## src/hdl/sorted_insert_priority_queue_unit_assert.svh

```systemverilog
// ----------------------------------------------------------------------------
// sorted insert priority queue assertion macros
// shared concurrent assertion forms for the queue's checks
// ----------------------------------------------------------------------------
`ifndef SORTED_INSERT_PRIORITY_QUEUE_UNIT_ASSERT_SVH
`define SORTED_INSERT_PRIORITY_QUEUE_UNIT_ASSERT_SVH

// condition holds in the same cycle
`define SPIQ_ASSERT_SAME(label, clk, rst, ante, cons) \
   label: assert property (@(posedge clk) disable iff (rst) (ante) |-> (cons)) \
      else $error("spiq same-cycle check failed");

// condition holds in the following cycle
`define SPIQ_ASSERT_NEXT(label, clk, rst, ante, cons) \
   label: assert property (@(posedge clk) disable iff (rst) (ante) |=> (cons)) \
      else $error("spiq next-cycle check failed");

`endif

```

## src/hdl/spiq_pkg.sv

```systemverilog
// ----------------------------------------------------------------------------
// spiq_pkg
// types and codes shared by the sorted insert priority queue
// ----------------------------------------------------------------------------
`default_nettype none

package spiq_pkg;

   localparam int DEPTH_DEFAULT = 16;
   localparam int TAG_W         = 16;
   localparam int SCORE_W       = 24;
   localparam int COUNT_OUT_W   = 5;
   localparam int STATUS_W      = 2;
   localparam int REQ_DATA_W    = 40;
   localparam int RSP_DATA_W    = 48;

   typedef enum logic {
      REQ_INSERT = 1'b0,
      REQ_REMOVE = 1'b1
   } req_kind_type;

   typedef enum logic [STATUS_W-1:0] {
      ST_DONE  = 2'd0,
      ST_FULL  = 2'd1,
      ST_EMPTY = 2'd2
   } status_type;

   typedef struct packed {
      logic        [TAG_W-1:0]   tag;
      logic signed [SCORE_W-1:0] score;
   } entry_type;

   typedef struct packed {
      logic      insert;
      logic      remove;
      entry_type entry;
   } cell_ctrl_type;

endpackage

`default_nettype wire

```

## src/hdl/sorted_insert_priority_queue_unit.sv

```systemverilog
// ----------------------------------------------------------------------------
// sorted_insert_priority_queue_unit
// bounded priority queue kept in ascending score order in a chain of cells
// ----------------------------------------------------------------------------
// On each accepted request every cell compares its stored score with the
// new one and either keeps its entry, loads the new entry or takes its
// neighbor's, so the work of an insert or a remove of the head does not
// grow with DEPTH. The result is held in an output register until
// taken; a new request is accepted in any cycle where that register is empty
// or is being drained, so back-to-back requests run at one per cycle.
// Among equal scores the newest entry sits nearest the head.
`default_nettype none

module sorted_insert_priority_queue_unit
   import spiq_pkg::*;
#(
   parameter int DEPTH = DEPTH_DEFAULT
) (
   input  wire logic                  clock,
   input  wire logic                  reset,
   input  wire logic                  req_tvalid,
   output logic                       req_tready,
   // [15:0] entry_tag, [39:16] entry_score
   input  wire logic [REQ_DATA_W-1:0] req_tdata,
   // [0] req_type
   input  wire logic                  req_tuser,
   output logic                       rsp_tvalid,
   input  wire logic                  rsp_tready,
   // [4:0] entry_count, [5] is_full, [6] is_empty, [22:7] head_tag,
   // [46:23] head_score, [47] zero
   output logic [RSP_DATA_W-1:0]      rsp_tdata,
   // [1:0] status
   output logic [STATUS_W-1:0]        rsp_tuser
);

   localparam int COUNT_W = $clog2(DEPTH + 1);
   localparam logic [COUNT_W-1:0] FULL_COUNT = COUNT_W'(DEPTH);

   logic [COUNT_W-1:0] count_ff;
   logic [COUNT_W-1:0] count_in;
   logic               rsp_valid_ff;
   logic               rsp_valid_in;
   status_type         status_ff;
   status_type         status_in;

   logic               accept;
   logic               is_full;
   logic               is_empty;
   cell_ctrl_type      ctrl;
   entry_type          cell_entry [DEPTH];
   logic               cell_keep  [DEPTH];
   logic [COUNT_W+COUNT_OUT_W-1:0] count_wide;
   entry_type          head;

   assign req_tready = !reset && (!rsp_valid_ff || rsp_tready);
   assign accept     = req_tvalid && req_tready;
   assign is_full    = (count_ff == FULL_COUNT);
   assign is_empty   = (count_ff == '0);

   assign ctrl.insert      = accept && (req_kind_type'(req_tuser) == REQ_INSERT) && !is_full;
   assign ctrl.remove      = accept && (req_kind_type'(req_tuser) == REQ_REMOVE) && !is_empty;
   assign ctrl.entry.tag   = req_tdata[TAG_W-1:0];
   assign ctrl.entry.score = req_tdata[TAG_W+SCORE_W-1:TAG_W];

   for (genvar i = 0; i < DEPTH; i++) begin : g_cell
      logic      prev_keep;
      entry_type prev_entry;
      entry_type next_entry;

      if (i == 0) begin : g_first
         assign prev_keep  = 1'b1;
         assign prev_entry = ctrl.entry;
      end else begin : g_mid
         assign prev_keep  = cell_keep[i-1];
         assign prev_entry = cell_entry[i-1];
      end

      if (i == DEPTH - 1) begin : g_last
         assign next_entry = cell_entry[i];
      end else begin : g_inner
         assign next_entry = cell_entry[i+1];
      end

      spiq_cell #(
         .INDEX   (i),
         .COUNT_W (COUNT_W)
      ) u_cell (
         .clock      (clock),
         .count      (count_ff),
         .ctrl       (ctrl),
         .prev_keep  (prev_keep),
         .prev_entry (prev_entry),
         .next_entry (next_entry),
         .entry      (cell_entry[i]),
         .keep       (cell_keep[i])
      );
   end

   always_comb begin
      count_in     = count_ff;
      status_in    = status_ff;
      rsp_valid_in = rsp_valid_ff;
      if (rsp_tready) begin
         rsp_valid_in = 1'b0;
      end
      if (accept) begin
         rsp_valid_in = 1'b1;
         status_in    = ST_DONE;
         if (req_kind_type'(req_tuser) == REQ_INSERT) begin
            if (is_full) begin
               status_in = ST_FULL;
            end else begin
               count_in = count_ff + COUNT_W'(1);
            end
         end else begin
            if (is_empty) begin
               status_in = ST_EMPTY;
            end else begin
               count_in = count_ff - COUNT_W'(1);
            end
         end
      end
   end

   always_ff @(posedge clock) begin
      if (reset) begin
         count_ff     <= '0;
         rsp_valid_ff <= 1'b0;
         status_ff    <= ST_DONE;
      end else begin
         count_ff     <= count_in;
         rsp_valid_ff <= rsp_valid_in;
         status_ff    <= status_in;
      end
   end

   assign count_wide = {{COUNT_OUT_W{1'b0}}, count_ff};
   assign head       = is_empty ? '0 : cell_entry[0];

   assign rsp_tvalid = rsp_valid_ff;
   assign rsp_tuser  = status_ff;
   assign rsp_tdata  = {1'b0, head.score, head.tag, is_empty, is_full,
                        count_wide[COUNT_OUT_W-1:0]};

`include "sorted_insert_priority_queue_unit_assert.svh"

   `SPIQ_ASSERT_SAME(a_count_bound, clock, reset, 1'b1, count_ff <= FULL_COUNT)
   `SPIQ_ASSERT_NEXT(a_insert_grows, clock, reset, ctrl.insert,
                     count_ff == $past(count_ff) + COUNT_W'(1))
   `SPIQ_ASSERT_NEXT(a_remove_shrinks, clock, reset, ctrl.remove,
                     count_ff == $past(count_ff) - COUNT_W'(1))
   `SPIQ_ASSERT_SAME(a_head_sorted, clock, reset, count_ff >= COUNT_W'(2),
                     $signed(cell_entry[0].score) <= $signed(cell_entry[1].score))
   `SPIQ_ASSERT_SAME(a_full_status, clock, reset,
                     rsp_valid_ff && (status_ff == ST_FULL), is_full)

endmodule

`default_nettype wire

```

## src/hdl/spiq_cell.sv

```systemverilog
// ----------------------------------------------------------------------------
// spiq_cell
// one slot of the sorted chain: keeps, loads the new entry, or shifts
// ----------------------------------------------------------------------------
`default_nettype none

module spiq_cell
   import spiq_pkg::*;
#(
   parameter int INDEX   = 0,
   parameter int COUNT_W = 5
) (
   input  wire logic                clock,
   input  wire logic [COUNT_W-1:0]  count,
   input  wire cell_ctrl_type       ctrl,
   input  wire logic                prev_keep,
   input  wire entry_type           prev_entry,
   input  wire entry_type           next_entry,
   output entry_type                entry,
   output logic                     keep
);

   entry_type entry_ff;
   entry_type entry_in;
   logic      occupied;

   assign occupied = (count > COUNT_W'(INDEX));
   assign keep     = occupied && ($signed(entry_ff.score) < $signed(ctrl.entry.score));
   assign entry    = entry_ff;

   always_comb begin
      entry_in = entry_ff;
      if (ctrl.insert) begin
         if (!keep) begin
            entry_in = prev_keep ? ctrl.entry : prev_entry;
         end
      end else if (ctrl.remove) begin
         entry_in = next_entry;
      end
   end

   always_ff @(posedge clock) begin
      entry_ff <= entry_in;
   end

endmodule

`default_nettype wire

```

## config.mk

```make
export PLATFORM = sky130hd
export DESIGN_NAME = sorted_insert_priority_queue_unit
export DESIGN_NICKNAME = d
export VERILOG_FILES = /design/src/hdl/spiq_pkg.sv /design/src/hdl/sorted_insert_priority_queue_unit.sv /design/src/hdl/spiq_cell.sv
export VERILOG_INCLUDE_DIRS = /design/src /design/src/hdl
export SDC_FILE = /design/constraint.sdc
export NUM_CORES = 2
export LEC_CHECK = 0
export ABC_AREA = 1
export BUFFER_PORTS_ARGS = -buffer_cell sky130_fd_sc_hd__buf_4
export CORE_ASPECT_RATIO = 1.75
export CORE_MARGIN = 2
export CORE_UTILIZATION = 29
export DETAILED_ROUTE_END_ITERATION = 10
export PLACE_DENSITY_LB_ADDON = 0.05
export REMOVE_ABC_BUFFERS = 1
export SETUP_SLACK_MARGIN = 0.3
export SLEW_MARGIN = 25
export SYNTH_ARGS = -nofsm -noshare
export SYNTH_HDL_FRONTEND = slang
export SYNTH_SLANG_ARGS = --single-unit
```

## constraint.sdc

```tcl
create_clock -name clock -period 4.6 [get_ports clock]
set_input_delay 0.69 -clock clock [delete_from_list [all_inputs] [get_ports clock]]
set_output_delay 0.69 -clock clock [all_outputs]
set_load 0.005 [all_outputs]
```

==> impl_metrics.ini <==
[power]
ir_drop_mv = 0.2531
p_leak_uw = 0.02903
finalPower_uw = 16530
power_per_cell_area_nw_per_um2 = 329.9

[global_route]
grt_pass1_wl_um = 256400
grt_antenna_before_repair = 3
grt_max_degree = 134
grt_pass1_vias = 38560
grt.total_usage_pct = 22.18
overflow = 0

[synth]
synth.top_cell.area_share_pct = 43.51
yosys_warnings = 0
syn_avg_cell_area_um2 = 7.287
synth_seq_cells = 648
yosysSeqAreaShare_pct = 43.87
synthTopCellsByArea = edfxtp_1 (44%), nand2_1 (30%), ha_1 (11%), inv_1 (6.6%), buf_2 (1.7%)
synth_edf_count = 640
yosysTopAreaCell = edfxtp_1
synth_area_um2 = 44170
ys_types = 38
synthFlopType = edfxtp_1
synthArstFlopShare_pct = 0
synthCells = 6062

[setup_path]
cp_max_fo = 25
reg2regPathDepth = 9
endpoint_kind = output pin
rrSetupSlack_ns = 1.49
crit_path_start_kind = flip-flop
crit_type = reg2out
crit_arrival_ns = 3.08
cp.required_ns = 3.91
r2r_end = g_cell[0].u_cell.entry[30]
r2r_start = count_ff[1]

[timing]
period_needed_ns = 3.775
rsz0062_at_grt = false
hold_slack_ns = 0.2139
worst_slew_pin_slew_ns = 1.098
slew_headroom_pct = 26.00
tns_ns = 0
setup-violations-final = 0
max_freq_mhz = 264.9
hold_viol = 0
fin_worst_skew_ns = 0.03522
finalMaxSlewViolations = 0
post-route-period-util_pct = 82.06

[final_layout]
syn_to_final_growth_pct = 13.41
nets = 6553
drive_above_1_share_pct = 6.525
post-route-util_pct = 33.10
design_area_um2 = 50100

[drt]
drt.antenna.violating_nets = 0
drtIter0Drc = 2022
routed_wirelength_um = 174200
vias_per_cell = 4.613
vias = 37820
drt-pass1-iter-count = 5
drcViolationCount = 0
wire_per_inst_um = 21.25

[cts]
htreeDepth = 3
cts_tree = yes
clock_latency_ns = 0.69
cts_buffers = 76
clk_pin_slew_ns = 0.06
root_buffer = clkbuf_16
hold_buffers = 0
post-cts-setup-buffers = 0
cts.sinks = 648
clockBufferDepth = 3
cts.repair.resized = 0

[status]
status = finished, final reports clean

[hold_path]
hold_class = in2reg
hold_path_startpoint = reset
min_path_cells = 2
hold_end = rsp_tuser[1]

[floorplan]
io_pins = 97
start_util_pct = 29.19
core_um2 = 151300
die_h_um = 520.3
die_w_um = 299.0
dieArea_um2 = 155600
rows = 189

[placement]
hpwl_um = 128000
dpl_cell_area_um2 = 47740
portBuffers = 95
gp_congestion = 0.8441

[run]
max_cap_violations = 0
-- cell usage in the layout (no fill, tap or decap), types with 31 or more instances in the layout --
master and n:
clkbuf_16 79, buf_12 39, nor2_1 126, nand2_2 31, buf_4 207, nand2_1 3462, ha_1 373, inv_1 777
a21oi_1 133, edfxtp_1 640, nand4_1 62, o21ai_0 59, nand3_1 45
-- per-stage QoR --
stage / worst slack [ns] / cells
2_1_floorplan: -2.196 / 5811
3_3_place_gp: 0.6936 / 8062
3_5_place_dp: 0.6789 / 8062
4_1_cts: 0.6772 / 8197
5_1_grt: 0.6211 / 8198
6_report: 0.8252 / 8198
-- cells by family (layout without fill, tap and decap cells) --
family,after synthesis,count (layout),synth area share (%)
flops,648,648,43.87
fa+ha+maj,373,373,10.57
xor+xnor,1,1,0.01983
buf+inv,1037,1167,9.764
simple gates,3763,3763,32.82
compound gates,239,239,2.946
other cells,1,2,0.008490
-- worst max path at each step --
stage                  start                         end  slack (ns)  depth (start not counted)
2_1_floorplan     rsp_tready                 count_ff[0]       -2.20                         10
3_3_place_gp   req_tdata[36]  g_cell[4].u_cell.entry[20]        0.69                         17
3_5_place_dp   req_tdata[36]  g_cell[4].u_cell.entry[20]        0.68                         17
4_1_cts          count_ff[0]               rsp_tdata[39]        0.68                          9
5_1_grt          count_ff[1]               rsp_tdata[39]        0.62                          9
6_report         count_ff[0]               rsp_tdata[39]        0.83                          9
-- worst max-delay path: stages, from the launching register on --
cell and delay (ns):
dfxtp_1 0.50, inv_1 0.13, ha_1 0.26, inv_1 0.06
nor2_1 0.08, inv_2 0.50, buf_4 0.44, nand2_1 0.16
inv_1 0.14, buf_4 0.13
-- per-layer routing --
layer	global-route usage, %	up-vias	wire length [um]	part of all wire [%]
met1	24.12	18140	67780	39
met2	44.42	556	97200	56
met4	7.061	0	5274	3.0
met5	0	-	0	0
met3	1.760	215	3925	2.3
li1	-	18900	-	-
-- synthesized netlist by cell type, types with 2 or more instances --
cell and count:
a211oi_1 2, a21o_1 14, a21oi_1 133, a22oi_1 2
a31oi_1 3, and2_1 2, buf_1 3, buf_2 150
buf_4 42, buf_6 10, clkbuf_1 46, dfxtp_1 8
edfxtp_1 640, ha_1 373, inv_1 779, inv_2 7
nand2_1 3482, nand2_2 11, nand3_1 51, nand3_2 8
nand4_1 62, nor2_1 126, nor2_2 2, nor3_1 13
o211ai_1 3, o21a_1 17, o21ai_0 59, o21ai_1 4
-- sequential cells by signal, indices dropped and copies added, names as in the netlist --
name                 flops
g_cell.u_cell.entry    640
count_ff                 5
rsp_tuser                2
rsp_tvalid               1
-- final cells by class --
cell class              count  area (um^2)
fillers                 16550       101300
multi-input cells        4377        20560
flip-flops and latches    648        19380
inverters                 786         2958
well taps                2005         2509
repair buffers            246         2335
clock buffers             105         2085
clock inverters            30        269.0
diodes                      1        2.502
-- power breakdown --
part / leakage [uW] / total [uW] / switching (uW) / internal [uW]
Clock: 0.00114 / 6220 / 2820 / 3400
Sequential: 0.00595 / 7230 / 269 / 6960
Combinational: 0.0219 / 3080 / 2100 / 981
Total: 0.0290 / 16500 / 5190 / 11300
Note: power is estimated with default switching activity, not from simulation.
